<file path="src/fdobs_pkg.sv">
// Shared types, widths and codes for the fixed-depth order book sweep block.
// No dependencies; every other file of the block imports this package.
package fdobs_pkg;

	localparam int DEPTH       = 16;
	localparam int MAX_RESULTS = 16;

	localparam int PRICE_W = 48;
	localparam int SIZE_W  = 32;
	localparam int LVL_W   = 6;

	// Level index into the tables and a walk counter that can also hold DEPTH.
	localparam int IDX_W = (DEPTH > 1) ? $clog2(DEPTH) : 1;
	localparam int CNT_W = $clog2(DEPTH + 1);

	// A sweep stops after the table end or the result cap, whichever is first.
	localparam int SWEEP_END = (DEPTH < MAX_RESULTS) ? DEPTH : MAX_RESULTS;

	// The liquidity sum of up to DEPTH sizes, kept exactly.
	localparam int SUM_W = SIZE_W + $clog2(DEPTH + 1);

	typedef logic signed [PRICE_W-1:0] price_t;
	typedef logic        [SIZE_W-1:0]  size_t;
	typedef logic        [LVL_W-1:0]   lvl_t;

	typedef enum logic [1:0] {
		OP_UPDATE = 2'd0,
		OP_SWEEP  = 2'd1,
		OP_CHECK  = 2'd2,
		OP_NONE   = 2'd3
	} op_t;

	typedef enum logic [1:0] {
		ST_FILL   = 2'd0,
		ST_NOFILL = 2'd1,
		ST_SUFF   = 2'd2,
		ST_INSUFF = 2'd3
	} status_t;

	// Commands from the controller to the datapath.
	typedef struct packed {
		logic wr;    // write one level from the input item
		logic load;  // latch a sweep or check and rewind the walk
		logic step;  // evaluate the current level of the walk
	} cmd_t;

	// Status from the datapath to the controller.
	typedef struct packed {
		logic out_free;   // the output register can take a result this cycle
		logic walk_done;  // the current step ends the walk
	} sts_t;

endpackage

</file>
<file path="src/fdobs_if.sv">
// Valid/ready channel interfaces for the order book input and result items.
// Depends on fdobs_pkg for the payload types.
interface fdobs_in_if;
	import fdobs_pkg::*;

	logic   valid;
	logic   ready;
	logic [1:0] op;
	logic   side;
	lvl_t   level_index;
	price_t price_ticks;
	size_t  level_size;
	size_t  order_quantity;

	modport source (
		output valid, op, side, level_index, price_ticks, level_size, order_quantity,
		input  ready
	);
	modport sink (
		input  valid, op, side, level_index, price_ticks, level_size, order_quantity,
		output ready
	);
endinterface

interface fdobs_out_if;
	import fdobs_pkg::*;

	logic   valid;
	logic   ready;
	logic [1:0] status;
	price_t fill_price;
	size_t  fill_qty;
	lvl_t   fill_level;
	logic   last;

	modport source (
		output valid, status, fill_price, fill_qty, fill_level, last,
		input  ready
	);
	modport sink (
		input  valid, status, fill_price, fill_qty, fill_level, last,
		output ready
	);
endinterface

</file>
<file path="src/fdobs_ctrl.sv">
// Controller state machine of the order book block: accepts items and
// sequences the level walk. Depends on fdobs_pkg.
module fdobs_ctrl (
	input  logic              clk,
	input  logic              arst_n,
	input  logic              req_valid,
	input  logic [1:0]        req_op,
	output logic              req_ready,
	input  fdobs_pkg::sts_t   sts,
	output fdobs_pkg::cmd_t   cmd
);
	import fdobs_pkg::*;

	typedef enum logic {
		S_IDLE,
		S_WALK
	} state_t;

	state_t state_q;
	logic   is_walk_op;

	assign is_walk_op = (req_op == OP_SWEEP) || (req_op == OP_CHECK);
	assign req_ready  = (state_q == S_IDLE);

	always_comb begin
		cmd.wr   = (state_q == S_IDLE) && req_valid && (req_op == OP_UPDATE);
		cmd.load = (state_q == S_IDLE) && req_valid && is_walk_op;
		cmd.step = (state_q == S_WALK) && sts.out_free;
	end

	always_ff @(posedge clk or negedge arst_n) begin
		if (!arst_n) begin
			state_q <= S_IDLE;
		end else begin
			unique case (state_q)
				S_IDLE: begin
					if (cmd.load) begin
						state_q <= S_WALK;
					end
				end
				S_WALK: begin
					if (cmd.step && sts.walk_done) begin
						state_q <= S_IDLE;
					end
				end
				default: state_q <= S_IDLE;
			endcase
		end
	end

endmodule

</file>
<file path="src/fdobs_dp.sv">
// Datapath of the order book block: level tables, walk registers, the held
// fill and the output register. Depends on fdobs_pkg and fdobs_out_if.
module fdobs_dp (
	input  logic                 clk,
	input  logic                 arst_n,
	input  fdobs_pkg::cmd_t      cmd,
	output fdobs_pkg::sts_t      sts,
	input  logic [1:0]           in_op,
	input  logic                 in_side,
	input  fdobs_pkg::lvl_t      in_level_index,
	input  fdobs_pkg::price_t    in_price,
	input  fdobs_pkg::size_t     in_size,
	input  fdobs_pkg::size_t     in_qty,
	fdobs_out_if.source          res
);
	import fdobs_pkg::*;

	// Level tables. A level's valid bit records price and size both above zero.
	price_t bid_price_q [DEPTH];
	size_t  bid_size_q  [DEPTH];
	logic   bid_vld_q   [DEPTH];
	price_t ask_price_q [DEPTH];
	size_t  ask_size_q  [DEPTH];
	logic   ask_vld_q   [DEPTH];

	// Walk state.
	logic             check_q;
	logic             side_q;
	size_t            rem_q;
	price_t           limit_q;
	logic [CNT_W-1:0] cnt_q;
	logic [SUM_W-1:0] sum_q;

	// Fill held until the next level tells whether it is the last one.
	logic   pend_vld_q;
	price_t pend_price_q;
	size_t  pend_qty_q;
	lvl_t   pend_level_q;

	// Output register.
	logic        out_vld_q;
	status_t     out_status_q;
	price_t      out_price_q;
	size_t       out_qty_q;
	lvl_t        out_level_q;
	logic        out_last_q;

	logic [IDX_W-1:0] rd_idx;
	logic             lv_ok;
	price_t           lv_price;
	size_t            lv_size;
	logic             at_end;
	logic             crossed;
	logic             sw_go;
	logic             ck_go;
	logic             ck_hit;
	size_t            take;
	logic [SUM_W-1:0] sum_nxt;
	logic             wr_in_range;
	logic             lv_wr_ok;

	assign rd_idx = cnt_q[IDX_W-1:0];

	always_comb begin
		if (check_q) begin
			at_end = (cnt_q == CNT_W'(DEPTH));
		end else begin
			at_end = (cnt_q == CNT_W'(SWEEP_END));
		end
		// A buy walks the asks, a sell walks the bids.
		if (side_q) begin
			lv_ok    = bid_vld_q[rd_idx];
			lv_price = bid_price_q[rd_idx];
			lv_size  = bid_size_q[rd_idx];
			crossed  = lv_price < limit_q;
		end else begin
			lv_ok    = ask_vld_q[rd_idx];
			lv_price = ask_price_q[rd_idx];
			lv_size  = ask_size_q[rd_idx];
			crossed  = lv_price > limit_q;
		end
		take    = (rem_q < lv_size) ? rem_q : lv_size;
		sw_go   = !at_end && lv_ok && (rem_q != '0);
		ck_go   = !at_end && lv_ok && !crossed;
		sum_nxt = sum_q + SUM_W'(lv_size);
		ck_hit  = sum_nxt >= SUM_W'(rem_q);
	end

	always_comb begin
		sts.out_free  = !out_vld_q || res.ready;
		sts.walk_done = check_q ? (!ck_go || ck_hit) : !sw_go;
	end

	assign wr_in_range = {1'b0, in_level_index} < (LVL_W + 1)'(DEPTH);
	assign lv_wr_ok    = (in_price > price_t'(0)) && (in_size != '0);

	// Tables: valid bits reset, price and size do not need it.
	always_ff @(posedge clk or negedge arst_n) begin
		if (!arst_n) begin
			for (int i = 0; i < DEPTH; i++) begin
				bid_vld_q[i] <= 1'b0;
				ask_vld_q[i] <= 1'b0;
			end
		end else if (cmd.wr && wr_in_range) begin
			if (in_side) begin
				ask_vld_q[in_level_index[IDX_W-1:0]] <= lv_wr_ok;
			end else begin
				bid_vld_q[in_level_index[IDX_W-1:0]] <= lv_wr_ok;
			end
		end
	end

	always_ff @(posedge clk) begin
		if (cmd.wr && wr_in_range) begin
			if (in_side) begin
				ask_price_q[in_level_index[IDX_W-1:0]] <= in_price;
				ask_size_q[in_level_index[IDX_W-1:0]]  <= in_size;
			end else begin
				bid_price_q[in_level_index[IDX_W-1:0]] <= in_price;
				bid_size_q[in_level_index[IDX_W-1:0]]  <= in_size;
			end
		end
	end

	// Walk control registers. A check offers its single result only on the
	// step that ends its walk.
	always_ff @(posedge clk or negedge arst_n) begin
		if (!arst_n) begin
			cnt_q      <= '0;
			pend_vld_q <= 1'b0;
			out_vld_q  <= 1'b0;
		end else begin
			if (cmd.load) begin
				cnt_q      <= '0;
				pend_vld_q <= 1'b0;
			end else if (cmd.step) begin
				cnt_q <= cnt_q + CNT_W'(1);
				if (!check_q) begin
					pend_vld_q <= sw_go;
				end
			end
			if (cmd.step && (check_q ? sts.walk_done : (!sw_go || pend_vld_q))) begin
				out_vld_q <= 1'b1;
			end else if (res.ready) begin
				out_vld_q <= 1'b0;
			end
		end
	end

	// Walk payload and output payload.
	always_ff @(posedge clk) begin
		if (cmd.load) begin
			check_q <= (in_op == OP_CHECK);
			side_q  <= in_side;
			rem_q   <= in_qty;
			limit_q <= in_price;
			sum_q   <= '0;
		end else if (cmd.step) begin
			if (check_q) begin
				sum_q        <= sum_nxt;
				out_status_q <= (ck_go && ck_hit) ? ST_SUFF : ST_INSUFF;
				out_price_q  <= '0;
				out_qty_q    <= '0;
				out_level_q  <= '0;
				out_last_q   <= 1'b1;
			end else if (sw_go) begin
				rem_q        <= rem_q - take;
				pend_price_q <= lv_price;
				pend_qty_q   <= take;
				pend_level_q <= LVL_W'(rd_idx);
				// The held fill is followed by this one, so it is not the last.
				out_status_q <= ST_FILL;
				out_price_q  <= pend_price_q;
				out_qty_q    <= pend_qty_q;
				out_level_q  <= pend_level_q;
				out_last_q   <= 1'b0;
			end else begin
				out_last_q <= 1'b1;
				if (pend_vld_q) begin
					out_status_q <= ST_FILL;
					out_price_q  <= pend_price_q;
					out_qty_q    <= pend_qty_q;
					out_level_q  <= pend_level_q;
				end else begin
					out_status_q <= ST_NOFILL;
					out_price_q  <= '0;
					out_qty_q    <= '0;
					out_level_q  <= '0;
				end
			end
		end
	end

	assign res.valid      = out_vld_q;
	assign res.status     = out_status_q;
	assign res.fill_price = out_price_q;
	assign res.fill_qty   = out_qty_q;
	assign res.fill_level = out_level_q;
	assign res.last       = out_last_q;

endmodule

</file>
<file path="src/fixed_depth_order_book_sweep.sv">
// Top level of the fixed-depth order book with market sweep and liquidity check.
// Depends on fdobs_pkg, fdobs_if, fdobs_ctrl and fdobs_dp.
//
// Usage: items arrive on the req channel and results leave on the res channel,
// both valid/ready; an item moves at a clock edge with valid and ready high.
// An update item writes one price level of the bid or ask table in the cycle
// it is accepted and gives no result; an update index at or beyond the table
// depth is dropped, and so is the unused op code. A market sweep walks the
// opposite table from level 0 up to its first empty level and gives one fill
// item per level until the quantity is used up, the last fill marked; else one
// no-fill item. A liquidity check gives a single sufficient/insufficient item.
//
// Timing: req.ready is high whenever no sweep or check is in progress, so
// updates go back to back at one per cycle. A sweep or check, once accepted,
// steps through one level per cycle while the output register can take a
// result, plus a final step that finds the end of the walk: at most
// min(DEPTH, MAX_RESULTS) levels per sweep and DEPTH per check. The walk reads
// the tables through a single read port, one level per step. Each fill of a
// sweep is held until the next level shows whether it is the last, and only
// then moves to the output register.
//
// Reset clears every level to empty at once. When the receiver stalls, the
// output register holds its item and the walk pauses in place.
module fixed_depth_order_book_sweep (
	input  logic        clk,
	input  logic        arst_n,
	fdobs_in_if.sink    req,
	fdobs_out_if.source res
);
	import fdobs_pkg::*;

	cmd_t cmd;
	sts_t sts;

	fdobs_ctrl u_ctrl (
		.clk       (clk),
		.arst_n    (arst_n),
		.req_valid (req.valid),
		.req_op    (req.op),
		.req_ready (req.ready),
		.sts       (sts),
		.cmd       (cmd)
	);

	fdobs_dp u_dp (
		.clk            (clk),
		.arst_n         (arst_n),
		.cmd            (cmd),
		.sts            (sts),
		.in_op          (req.op),
		.in_side        (req.side),
		.in_level_index (req.level_index),
		.in_price       (req.price_ticks),
		.in_size        (req.level_size),
		.in_qty         (req.order_quantity),
		.res            (res)
	);

endmodule

</file>
<file path="src/flat_wrapper.sv">
// flat-port wrapper written by rule: the top's interface ports become plain ports
module fixed_depth_order_book_sweep_flat import fdobs_pkg::*;
  (clk, arst_n, req_valid, req_op, req_side, req_level_index, req_price_ticks, req_level_size, req_order_quantity, req_ready, res_valid, res_status, res_fill_price, res_fill_qty, res_fill_level, res_last, res_ready);
  fdobs_in_if req_i ();
  fdobs_out_if res_i ();
  input  logic clk;
  input  logic arst_n;
  input wire logic [$bits(req_i.valid)-1:0] req_valid;
  input wire logic [$bits(req_i.op)-1:0] req_op;
  input wire logic [$bits(req_i.side)-1:0] req_side;
  input wire logic [$bits(req_i.level_index)-1:0] req_level_index;
  input wire logic [$bits(req_i.price_ticks)-1:0] req_price_ticks;
  input wire logic [$bits(req_i.level_size)-1:0] req_level_size;
  input wire logic [$bits(req_i.order_quantity)-1:0] req_order_quantity;
  output wire logic [$bits(req_i.ready)-1:0] req_ready;
  output wire logic [$bits(res_i.valid)-1:0] res_valid;
  output wire logic [$bits(res_i.status)-1:0] res_status;
  output wire logic [$bits(res_i.fill_price)-1:0] res_fill_price;
  output wire logic [$bits(res_i.fill_qty)-1:0] res_fill_qty;
  output wire logic [$bits(res_i.fill_level)-1:0] res_fill_level;
  output wire logic [$bits(res_i.last)-1:0] res_last;
  input wire logic [$bits(res_i.ready)-1:0] res_ready;
  assign req_i.valid = req_valid;
  assign req_i.op = req_op;
  assign req_i.side = req_side;
  assign req_i.level_index = req_level_index;
  assign req_i.price_ticks = req_price_ticks;
  assign req_i.level_size = req_level_size;
  assign req_i.order_quantity = req_order_quantity;
  assign req_ready = req_i.ready;
  assign res_valid = res_i.valid;
  assign res_status = res_i.status;
  assign res_fill_price = res_i.fill_price;
  assign res_fill_qty = res_i.fill_qty;
  assign res_fill_level = res_i.fill_level;
  assign res_last = res_i.last;
  assign res_i.ready = res_ready;
  fixed_depth_order_book_sweep u_core (.clk(clk), .arst_n(arst_n), .req(req_i), .res(res_i));
endmodule
</file>
<file path="config.mk">
export PLATFORM = sky130hd
export DESIGN_NAME = fixed_depth_order_book_sweep_flat
export DESIGN_NICKNAME = d
export VERILOG_FILES = /design/src/fdobs_pkg.sv /design/src/fdobs_if.sv /design/src/fdobs_ctrl.sv /design/src/fdobs_dp.sv /design/src/fixed_depth_order_book_sweep.sv /design/src/flat_wrapper.sv
export SDC_FILE = /design/constraint.sdc
export NUM_CORES = 2
export LEC_CHECK = 0
export BUFFER_PORTS_ARGS = -buffer_cell sky130_fd_sc_hd__buf_2
export CORE_ASPECT_RATIO = 1.5
export CORE_MARGIN = 1.5
export CORE_UTILIZATION = 65
export CTS_BUF_LIST = sky130_fd_sc_hd__clkbuf_8
export CTS_CLUSTER_SIZE = 12
export DETAILED_ROUTE_END_ITERATION = 6
export PLACE_DENSITY = 0.86
export SYNTH_ARGS = -nofsm -noshare
export SYNTH_HDL_FRONTEND = slang
export SYNTH_HIERARCHICAL = 1
export SYNTH_SLANG_ARGS = --single-unit
</file>
<file path="constraint.sdc">
create_clock -name clk -period 9.3 [get_ports clk]
set_input_delay 1.395 -clock clk [delete_from_list [all_inputs] [get_ports clk]]
set_output_delay 1.395 -clock clk [all_outputs]
set_load 0.02 [all_outputs]
</file>
; Yosys cells after proc, flatten, opt, wreduce, memory -nomap -nowiden
; Memories as Yosys holds them, arrays and structs flattened.
; Cells that the tools add are included.
[op_classes]
addsub = 3
muxes = 48
eq_ne = 4
n_reduce_logical = 36
bitwise_logic = 6
magnitude_cmp = 9
[ops]
columns = operator, n
row1 = 32-bit two-way mux, 8
row2 = 48-bit two-way mux, 3
row3 = 32-bit nonzero test, 2
row4 = "48-bit by 1-bit > comparator with 1-bit output, second input constant", 1
row5 = 48-bit > comparator, 1
row6 = 48-bit < comparator, 1
row7 = 37-bit by 32-bit adder with 37-bit output, 1
row8 = 37-bit by 32-bit >= comparator with 1-bit output, 1
row9 = 16-bit bitwise mux, 2
row10 = 32-bit < comparator, 1
row11 = 32-bit subtractor, 1
row12 = 1-bit two-way mux, 26
row13 = 1-bit logical AND, 13
row14 = "5-bit >= comparator, second input constant", 2
row15 = 5-bit two-way mux, 2
row16 = 4-bit inverter with 5-bit output, 2
row17 = 2-bit AND reduction, 5
row18 = 1-bit binary-select mux with 4-bit select, 2
row19 = 4-bit two-way mux, 2
row20 = "6-bit by 5-bit < comparator with 1-bit output, second input constant", 1
row21 = 2-bit nonzero test, 3
row22 = "5-bit by 1-bit adder with 5-bit output, second input constant", 1
row23 = "5-bit == test, second input constant", 1
row24 = 1-bit logical NOT, 5
row25 = other kinds (13), 19
[word_totals]
register_bits = 332
ramBits = 2560
in_bits = 125
elab_cells = 160
output_inout_bits = 91
memories = 4
[mem_list]
columns = name, words, width, read_ports, rd_ports_with_merged_regs, write_ports, line_no
row1 = u_core.u_dp.ask_price_q, 16, 48, 1, 0, 1, fdobs_dp.sv:22  ; price_t ask_price_q [DEPTH];
row2 = u_core.u_dp.bid_price_q, 16, 48, 1, 0, 1, fdobs_dp.sv:19  ; price_t bid_price_q [DEPTH];
row3 = u_core.u_dp.ask_size_q, 16, 32, 1, 0, 1, fdobs_dp.sv:23  ; size_t ask_size_q [DEPTH];
row4 = u_core.u_dp.bid_size_q, 16, 32, 1, 0, 1, fdobs_dp.sv:20  ; size_t bid_size_q [DEPTH];

; Depth between registers and ports, before layout
[logic_depth]
ltp_word = 13
mapped_depth = 33
mapped_depth_nobuf = 28

; By module
; The synthesis kept the hierarchy.
[by_module_without_submodules]
columns = module, instances, seq_area_each_um2, area_each_um2, cells_per_inst
row1 = fdobs_dp, 1, 86187.7, 117003.5, 5562
row2 = fdobs_ctrl, 1, 25.0, 83.8, 10

; Worst setup path after synthesis
; No wires, ideal clock.
[synth_timing]
kind = input -> register
startpoint = in req_op[0]
endpoint = reg u_core.u_dp.pend_level_q[0], enable pin
path_slack_ps = -206
arrival_time_ps = 8876
stages = 8
required_time_ps = 8671
path_cell_list = inv_1 ha_1 nand2_1 nor2_1 clkbuf_1 clkbuf_1 clkbuf_1 nor3_1
[synth_lines]
columns = element, line_no
row1 = "start, declared", flat_wrapper.sv:9  ; input wire logic [$bits(req_i.op)-1:0] req_op;
row2 = "end signal, assigned", fdobs_dp.sv:170  ; pend_level_q <= LVL_W'(rd_idx);
row3 = "end, declared", fdobs_dp.sv:38  ; lvl_t pend_level_q;

==> flow_summary.json <==
{
  "synth-seq-cells": 2890,
  "yosysWarnings": 6,
  "synth.avg_cell_area_sq_um": 21.0,
  "synthesis.instances": 5572,
  "gr-total-overflow": 0,
  "insertion_delay_ns": 1.03,
  "finalWorstSetupSlack_ns": 0.493,
  "final_antenna_net_count": 0,
  "use_met1_pct": 43.5,
  "slew_headroom_pct": 10.3,
  "grtUsageMet2_pct": 57.8,
  "status": "finished, final reports clean",
  "power.leakage_nw": 42.1,
  "worst_pin_slew_ns": 1.35,
  "grt_use_met3_pct": 8.80,
  "r2r-end": "u_core/u_ctrl/state_q",
  "grt_pass1_vias": 64789,
  "clock-sinks": 2890,
  "grt_pass1_wl_mm": 453,
  "postCtsSetupRepairBufs": 0,
  "whs_path_depth": 2,
  "ir_drop_mv": 0.261,
  "die_w_microns": 350,
  "drt_pass1_iterations": 6,
  "cts_hold_buf": 0,
  "start_util_pct": 65.5,
  "synth.distinct_cells": 81,
  "hold_path_class": "reg -> reg",
  "crit_cells": 16,
  "cp_cell_sequence": "buf_4 -> buf_4 -> buf_4 -> mux4_2 -> mux4_2 -> ha_1 -> nand4_1 -> nor4_1 -> nand3_1 -> nor4_1 -> a221o_1 -> a31oi_1 -> a2111oi_2 -> and3_1 -> nor2_1 -> a22oi_2",
  "critical-path-slowest-cell": "a2111oi_2",
  "rsz0062_at_grt": "no",
  "drc": 0,
  "cts-resized-gates": 0,
  "dieArea_sq_um": 183000,
  "via_per_inst": 7.17,
  "fin_nets": 6398,
  "synth.area.top_cells": "edfxtp_1 (72%), mux4_2 (15%), ha_1 (2.4%), mux2_2 (1.1%), dfrtp_1 (0.85%)",
  "drive_gt1_share_pct": 28.6,
  "synth_edf_count": 2813,
  "crit_buf_inv": 3,
  "cts_buffer_depth": 4,
  "synth_top_cell_by_area": "edfxtp_1",
  "fin_crit_ns": 8.81,
  "ys_async_sr_fraction_pct": 1.38,
  "wl_per_cell_microns": 36.5,
  "grtUsageTotal_pct": 35.6,
  "clkTransAtPathRegs_ns": 0.08,
  "grt_max_degree": 156,
  "rows": 190,
  "finalMaxSlewViolations": 0,
  "syn_area_sq_um": 117000,
  "globalplace.congestion": 0.933,
  "post-place-ws_ns": 1.05,
  "finalPower_mw": 38.0,
  "numCtsBuffers": 401,
  "hold_viol": 0,
  "regToRegSetupSlack_ns": 0.49,
  "htreeDepth": 5,
  "start_kind": "register",
  "finalSetupViolCount": 0,
  "holdWs_ns": 0.466,
  "dpl.hpwl_mm": 169,
  "wirelength_mm": 321,
  "antenna_found_initial": 39,
  "gr-max-usage-layer": "met2",
  "skew_ns": 0.0794,
  "num_vias": 62956,
  "pin_count": 216,
  "yosysMostFrequentCell": "edfxtp_1",
  "max_freq_ghz": 0.114,
  "synth_top_cell_area_share_pct": 72.1,
  "synth_common_cells": "edfxtp_1 (2,813), mux4_2 (797), ha_1 (224), nand2_1 (165), inv_1 (150)",
  "core-area_sq_um": 179000,
  "numPortBuffers": 213,
  "cpPeakStageDelay_ns": 1.02,
  "fin_util_pct": 72.1,
  "maxCapViolations": 0,
  "critPathRequiredTime_ns": 10.24,
  "finalSetupTns_ns": 0,
  "pwr_density_cell_nw_per_um2": 295,
  "seq_area_frac_synth_pct": 73.6,
  "worstPathArrival_ns": 9.75,
  "cts_tree": "built",
  "r2r_start": "u_core/u_dp/cnt_q[0]",
  "crit_start": "u_core/u_dp/cnt_q[0]",
  "drtIter0Drc": 9378,
  "synth_flop_cell": "edfxtp_1",
  "end_kind": "register",
  "die_y_microns": 523,
  "crit_path_frequent_cell": "buf_4",
  "crit_family": "simple AND/OR/NAND/NOR gates",
  "fin_crit_sh_pct": 94.7,
  "syn_to_final_growth_pct": 10.1,
  "root_buffer": "clkbuf_8",
  "r2r_cells": 16,
  "endpoint": "u_core/u_ctrl/state_q",
  "cp_max_fo": 49,
  "criticalPathCategory": "reg -> reg"
}
[area by class of cell]
type,instances,area (sq um)
Clock inverter,307,1910
Clock buffer,412,5670
Tap cell,2400,3000
Fill cell,9543,49900
Inverter,152,571
Antenna cell,14,35.0
Sequential cell,2890,86200
Timing Repair Buffer,323,2180
Multi-Input combinational cell,2279,29300
[report_power, final]
| part | switching [mW] | total, mW | internal, mW |
|---|---|---|---|
| logic | 7.48 | 13.3 | 5.77 |
| registers | 0.362 | 15.2 | 14.9 |
| clock network | 4.87 | 9.56 | 4.70 |
[worst min-delay path by stage]
stage	start	to	slack, ns
CTS	u_core/u_dp/sum_q[0]	u_core/u_dp/sum_q[0]	0.46
global placement	u_core/u_dp/sum_q[9]	u_core/u_dp/sum_q[9]	0.45
global route	u_core/u_dp/sum_q[25]	u_core/u_dp/sum_q[25]	0.49
floorplan	u_core/u_dp/cnt_q[2]	u_core/u_dp/pend_level_q[2]	0.42
finish	u_core/u_dp/sum_q[26]	u_core/u_dp/sum_q[26]	0.47
detailed placement	u_core/u_dp/sum_q[0]	u_core/u_dp/sum_q[0]	0.45
[cells in the final DEF, fill, tap and decap left out, types with 23 or more instances in the layout]
cell | netlist | routed
edfxtp_1 | 2813 | 2813
mux4_2 | 797 | 797
clkbuf_8 | 0 | 412
inv_1 | 150 | 257
ha_1 | 224 | 224
buf_2 | 112 | 213
nand2_1 | 165 | 165
a21oi_1 | 143 | 143
mux2_2 | 113 | 113
and2_1 | 90 | 90
o21ai_0 | 87 | 87
buf_4 | 18 | 87
clkinv_1 | 1 | 83
mux2i_1 | 80 | 80
clkinv_2 | 0 | 69
nor2_1 | 96 | 69
nand4_1 | 45 | 45
a21o_1 | 40 | 39
dfxtp_1 | 37 | 37
dfrtp_1 | 40 | 36
nor4_1 | 36 | 36
nand3_1 | 35 | 35
xnor2_1 | 31 | 31
xor2_1 | 28 | 28
nor2_4 | 0 | 27
nor3_1 | 35 | 25
buf_12 | 0 | 23
[worst register-to-register path: cells and delay by family, from the launching register on]
kind                       cells  cell delay, ns
AOI/OAI and AO/OA              4            1.51
adders and majority gates      1            0.33
buffers and inverters          3            2.22
DFF                            1            0.81
muxes                          2            1.18
and+or+nand+nor                6            2.65
[state kept, by name, indices dropped and copies added, names as in the netlist, 37 cells and up]
signal / count
u_core/u_dp/pend_price_q: 48
u_core/u_dp/limit_q: 48
u_core/u_dp/bid_price_q: 768
u_core/u_dp/ask_price_q: 768
u_core/u_dp/sum_q: 37
u_core/u_dp/bid_size_q: 512
u_core/u_dp/ask_size_q: 512
u_core/u_dp/res.fill_price: 48
[through the flow]
| stage | cell area (sq um) | cells |
|---|---|---|
| after CTS | 129000 | 8763 |
| after detailed placement | 121000 | 8044 |
| after floorplan | 117000 | 5573 |
| after global placement | 121000 | 8044 |
| final | 129000 | 8777 |
| after global routing | 129000 | 8771 |
[per-layer routing]
metal	up-vias	routed length [microns]
li1	24205	-
met1	31634	97700
met2	5688	158000
met3	1391	42300
met4	38	22700
met5	-	229
[logic make-up (layout without fill, tap and decap cells)]
| family | count (synthesis) | count (layout) | share of synthesized area (%) |
|---|---|---|---|
| AND/OR/NAND/NOR | 585 | 585 | 2.54 |
| AO/OA/AOI/OAI | 417 | 417 | 2.25 |
| adder cells (fa/ha/maj) | 226 | 226 | 2.43 |
| multiplexers | 990 | 990 | 17.1 |
| buffers and inverters | 404 | 1194 | 1.60 |
| flip-flops | 2890 | 2890 | 73.6 |
| other | 1 | 16 | 0.00320 |
| XOR/XNOR | 59 | 59 | 0.441 |
No activity file was read; power rests on OpenSTA's default activity.
